===== config.mk =====
export PLATFORM = sky130hd
export DESIGN_NAME = lpht_ctrl
export DESIGN_NICKNAME = d
export VERILOG_FILES = /design/src/sv/lpht_pkg.sv /design/src/sv/lpht_ctrl.sv
export SDC_FILE = /design/constraint.sdc
export NUM_CORES = 1
export LEC_CHECK = 0
export BUFFER_PORTS_ARGS = -buffer_cell sky130_fd_sc_hd__buf_2
export CORE_MARGIN = 5
export CORE_UTILIZATION = 45
export CTS_CLUSTER_SIZE = 10
export DETAILED_ROUTE_END_ITERATION = 10
export PLACE_DENSITY_LB_ADDON = 0.05
export SYNTH_ARGS = -nofsm -noshare
export SYNTH_HDL_FRONTEND = slang
export SYNTH_SLANG_ARGS = --single-unit

===== constraint.sdc =====
create_clock -name clk -period 2.15 [get_ports clk]
set_clock_uncertainty 0.15 [all_clocks]
set_input_delay 0.215 -clock clk [delete_from_list [all_inputs] [get_ports clk]]
set_output_delay 0.215 -clock clk [all_outputs]
set_load 0.05 [all_outputs]

===== src/sv/lpht_pkg.sv =====
package lpht_pkg;

    localparam int TABLE_DEPTH = 16;
    localparam int TEXT_BYTES  = 8;

    localparam int IDX_W    = $clog2(TABLE_DEPTH);
    localparam int SIZE_W   = $clog2(TABLE_DEPTH + 1);
    localparam int OP_W     = 2;
    localparam int KEY_W    = 31;
    localparam int TEXT_W   = 64;
    localparam int STATUS_W = 3;
    localparam int SLOT_W   = 4;

    // The remainder unit eats two key bits per cycle.
    localparam int MOD_STEPS = (KEY_W + 1) / 2;
    localparam int MOD_SH_W  = 2 * MOD_STEPS;
    localparam int MOD_CNT_W = $clog2(MOD_STEPS + 1);

    localparam logic [TEXT_W-1:0] TEXT_MASK =
        {TEXT_W{1'b1}} >> (TEXT_W - 8 * TEXT_BYTES);

    localparam logic [SIZE_W-1:0] SIZE_MAX   = SIZE_W'(TABLE_DEPTH);
    localparam logic [SIZE_W-1:0] SIZE_RESET =
        (TABLE_DEPTH < 16) ? SIZE_W'(TABLE_DEPTH) : SIZE_W'(16);

    typedef enum logic [OP_W-1:0] {
        OP_ADD  = 2'd0,
        OP_DEL  = 2'd1,
        OP_DUMP = 2'd2,
        OP_NONE = 2'd3
    } op_t;

    typedef enum logic [STATUS_W-1:0] {
        ST_DONE       = 3'd0,
        ST_FULL       = 3'd1,
        ST_NOT_FOUND  = 3'd2,
        ST_DUMP_ENTRY = 3'd3,
        ST_DUMP_EMPTY = 3'd4
    } status_t;

    typedef enum logic [1:0] {
        SRC_ENTRY = 2'd0,
        SRC_INPUT = 2'd1,
        SRC_BLANK = 2'd2
    } src_t;

    typedef struct packed {
        logic    load;
        logic    mod_step;
        logic    probe_init;
        logic    dump_init;
        logic    advance;
        logic    store;
        logic    del_clear;
        logic    shift_move;
        logic    emit;
        src_t    emit_src;
        status_t emit_status;
        logic    emit_last;
    } cmd_t;

    typedef struct packed {
        op_t  op;
        logic mod_done;
        logic n_end;
        logic occ;
        logic key_match;
        logic can_move;
        logic later_occ;
        logic out_free;
    } stat_t;

endpackage


===== src/sv/lpht_ctrl.sv =====
module lpht_ctrl
    import lpht_pkg::*;
(
    input  logic  clk,
    input  logic  rst_n,
    input  logic  in_valid,
    input  op_t   in_op,
    output logic  in_ready,
    output cmd_t  cmd,
    input  stat_t stat
);

    typedef enum logic [4:0] {
        S_IDLE  = 5'b00001,
        S_HASH  = 5'b00010,
        S_PROBE = 5'b00100,
        S_SHIFT = 5'b01000,
        S_DUMP  = 5'b10000
    } state_t;

    state_t state_reg, state_next;
    logic   any_reg, any_next;

    always_comb
    begin
        cmd        = '0;
        state_next = state_reg;
        any_next   = any_reg;
        in_ready   = (state_reg == S_IDLE);

        unique case (state_reg)
            S_IDLE:
            begin
                if (in_valid)
                begin
                    cmd.load = 1'b1;
                    priority if (in_op == OP_ADD || in_op == OP_DEL)
                    begin
                        state_next = S_HASH;
                    end
                    else if (in_op == OP_DUMP)
                    begin
                        cmd.dump_init = 1'b1;
                        any_next      = 1'b0;
                        state_next    = S_DUMP;
                    end
                    else
                    begin
                        state_next = S_IDLE;
                    end
                end
            end
            S_HASH:
            begin
                if (stat.mod_done)
                begin
                    cmd.probe_init = 1'b1;
                    state_next     = S_PROBE;
                end
                else
                begin
                    cmd.mod_step = 1'b1;
                end
            end
            S_PROBE:
            begin
                if (stat.op == OP_ADD)
                begin
                    priority if (stat.n_end)
                    begin
                        if (stat.out_free)
                        begin
                            cmd.emit        = 1'b1;
                            cmd.emit_src    = SRC_BLANK;
                            cmd.emit_status = ST_FULL;
                            cmd.emit_last   = 1'b1;
                            state_next      = S_IDLE;
                        end
                    end
                    else if (!stat.occ)
                    begin
                        if (stat.out_free)
                        begin
                            cmd.store       = 1'b1;
                            cmd.emit        = 1'b1;
                            cmd.emit_src    = SRC_INPUT;
                            cmd.emit_status = ST_DONE;
                            cmd.emit_last   = 1'b1;
                            state_next      = S_IDLE;
                        end
                    end
                    else
                    begin
                        cmd.advance = 1'b1;
                    end
                end
                else
                begin
                    priority if (stat.n_end || !stat.occ)
                    begin
                        if (stat.out_free)
                        begin
                            cmd.emit        = 1'b1;
                            cmd.emit_src    = SRC_BLANK;
                            cmd.emit_status = ST_NOT_FOUND;
                            cmd.emit_last   = 1'b1;
                            state_next      = S_IDLE;
                        end
                    end
                    else if (stat.key_match)
                    begin
                        if (stat.out_free)
                        begin
                            cmd.emit        = 1'b1;
                            cmd.emit_src    = SRC_ENTRY;
                            cmd.emit_status = ST_DONE;
                            cmd.emit_last   = 1'b1;
                            cmd.del_clear   = 1'b1;
                            state_next      = S_SHIFT;
                        end
                    end
                    else
                    begin
                        cmd.advance = 1'b1;
                    end
                end
            end
            S_SHIFT:
            begin
                if (stat.n_end || !stat.occ)
                begin
                    state_next = S_IDLE;
                end
                else
                begin
                    cmd.shift_move = stat.can_move;
                    cmd.advance    = 1'b1;
                end
            end
            S_DUMP:
            begin
                priority if (stat.n_end)
                begin
                    if (any_reg)
                    begin
                        state_next = S_IDLE;
                    end
                    else if (stat.out_free)
                    begin
                        cmd.emit        = 1'b1;
                        cmd.emit_src    = SRC_BLANK;
                        cmd.emit_status = ST_DUMP_EMPTY;
                        cmd.emit_last   = 1'b1;
                        state_next      = S_IDLE;
                    end
                end
                else if (stat.occ)
                begin
                    if (stat.out_free)
                    begin
                        cmd.emit        = 1'b1;
                        cmd.emit_src    = SRC_ENTRY;
                        cmd.emit_status = ST_DUMP_ENTRY;
                        cmd.emit_last   = !stat.later_occ;
                        cmd.advance     = 1'b1;
                        any_next        = 1'b1;
                    end
                end
                else
                begin
                    cmd.advance = 1'b1;
                end
            end
            default:
            begin
                state_next = S_IDLE;
            end
        endcase
    end

    always_ff @(posedge clk or negedge rst_n)
    begin
        if (!rst_n)
        begin
            state_reg <= S_IDLE;
            any_reg   <= 1'b0;
        end
        else
        begin
            state_reg <= state_next;
            any_reg   <= any_next;
        end
    end

endmodule


==> impl_metrics.json <==
{
  "tns_ps": -34.6,
  "multi_input_area_um2": 505,
  "cp-start-kind": "flip-flop",
  "cpPeakStageDelay_ps": 400,
  "worstPathCellList": "nor4_4 > nand3_1 > or2_0 > a21oi_2 > buf_4",
  "fillers": 114,
  "violations": "setup timing",
  "cts_buffers": 3,
  "post-route-period-util": 1.01,
  "cap_violations": 0,
  "gp_congestion": 0.849,
  "synth_edf_count": 0,
  "yosys_warnings": 0,
  "antenna_cells": 0,
  "dp_slack_ps": 72.5,
  "min_period_ps": 2160,
  "synth_top_area_share": 0.188,
  "required_ps": 1780,
  "critPathTopFamily": "simple AND/OR/NAND/NOR gates",
  "path_buf_inv": 1,
  "timing.final.ws_setup_ps": -11.9,
  "synth_top_area_cell": "dfrtp_1",
  "ys_seq_elements": 6,
  "synth.area.top_cells": "dfrtp_1 (19%), inv_1 (5.6%), nand3_1 (5.3%), nor2_1 (5.1%), dfstp_2 (3.9%)",
  "cts_tree": "done",
  "critPathSlowestCell": "dfrtp_1",
  "status": "finished, violations left",
  "nNetsFinal": 141,
  "hold_path.class": "input port to flip-flop",
  "vias": 804,
  "antenna_found_initial": 0,
  "htree_levels": 1,
  "clkLatencyLatePin_ps": 240,
  "grt_max_degree": 11,
  "yosysMostFrequentCell": "inv_1",
  "wl_per_cell_um": 14.0,
  "grt_use_total": 0.163,
  "cts_max_path_buffers": 2,
  "drtPass1Iterations": 4,
  "ir_drop_uv": 739,
  "end_kind": "primary output",
  "p_leak_uw": 0.000457,
  "fin_hold_ws_ps": 49.9,
  "syn_nets": 102,
  "rsz0062_at_grt": "true",
  "die-area_mm2": 0.00235,
  "synth_common_cells": "inv_1 (10), nor2_1 (9), nand3_1 (7)",
  "drc": 0,
  "ys.flop_type": "dfrtp_1",
  "fp.dieH_um": 48.5,
  "synthCells": 88,
  "setup_viol": 4,
  "largest_reg_flops": 5,
  "slew-limit-headroom": 0.776,
  "io_pins": 30,
  "initial_core_util": 0.493,
  "synth-seq-area-share": 0.227,
  "rows": 13,
  "synth_async_sr_flop_share": 1.00,
  "slew_violations": 0,
  "grt_first_pass_wirelength_um": 3180,
  "netlist_area_um2": 666,
  "regArea_um2": 153,
  "critPathArrivalTime_ps": 1800,
  "yosysUniqueCellTypes": 43,
  "coreArea_mm2": 0.00135,
  "routed_wl_um": 1980,
  "hpwlAfterDp_um": 1560,
  "post-route-util": 0.734,
  "hold_viol": 0,
  "viasPerCell": 5.70,
  "powerDensity_mw_per_mm2": 836,
  "clock_sinks": 6,
  "cts.reportedPaths.clkPinSlew_ps": 50,
  "grt_pass1_vias": 723,
  "worstMarginPinSlew_ps": 336,
  "antenna_left": 0,
  "syn_to_final_growth_pct": 48.9,
  "drt_iter0_drc": 24,
  "fmax_ghz": 0.463,
  "drive_gt1_frac": 0.460,
  "portBuffers": 29,
  "syn_area_per_cell_um2": 7.56,
  "die_w_um": 48.5,
  "cts_root_buf": "clkbuf_4",
  "grt_remaining_overflow": 0,
  "crit_type": "flip-flop to primary output",
  "cp_max_fo": 4
}
-- metrics by stage --
stage	power, uW	instances	instance area (um^2)
floorplan	557	88	693
global placement	666	134	877
detailed placement	671	134	877
CTS	823	141	963
global route	886	141	991
finish	828	141	991
-- worst paths after layout --
| kind | from | end | slack (ps) | depth (start not counted) |
|---|---|---|---|---|
| max in group asynchronous | rst_n | state_reg[0] | 1460 | 2 |
| worst max register to register | state_reg[0] | state_reg[1] | 320 | 5 |
| min in group asynchronous | rst_n | state_reg[2] | 170 | 2 |
| worst max-delay path | state_reg[4] | cmd[5] | -10 | 5 |
| worst min-delay path | in_op[1] | state_reg[1] | 50 | 2 |
| worst min register to register | any_reg | any_reg | 410 | 2 |
-- worst reg2reg max path, stage by stage (launching register included) --
cell,delay (ps)
dfstp_2,590
buf_4,180
nand3b_1,80
a311oi_1,270
o2111ai_1,230
o31ai_1,240
-- area by class of cell --
type	instances	share of cell area
Clock buffer	4	0.0265
Inverter	11	0.0417
Multi-Input combinational cell	68	0.510
Sequential cell	6	0.154
Tap cell	15	0.0189
Timing Repair Buffer	37	0.249
-- layer usage --
metal	GRT usage	wire length (um)	vias up
met5	0	0	-
met4	0.0717	21	0
met3	0.0275	138	4
met2	0.267	1030	26
met1	0.206	784	370
li1	-	-	404
-- cells in the final DEF, fill, tap and decap left out, drive strengths merged, types with 4 or more instances in the layout --
cell type  netlist  layout
a21oi            6       6
buf              3      35
clkbuf           0       5
dfrtp            5       5
inv             10      10
nand2            4       4
nand3            7       7
nor2             9       9
o21ai            4       4
-- report_power, final --
group | internal, uW | leakage (uW) | switching [uW]
Clock | 70.0 | 0.0000150 | 36.0
Sequential | 149 | 0.0000780 | 39.0
Combinational | 201 | 0.000364 | 333
-- kinds of logic after synthesis --
family | Yosys count | share of synthesized area
and+or+nand+nor | 41 | 0.374
AOI/OAI and AO/OA | 27 | 0.310
buffers and inverters | 14 | 0.0884
DFF | 6 | 0.227
-- timing repair --
action,CTS,global route
endpoints found under the setup margin,11,11
hold buffers,1,0
hold endpoints to repair,6,0
buffers inserted,2,0
gates resized for setup,12,12
pin swaps,4,1
Power figures use the tool's default switching activity.
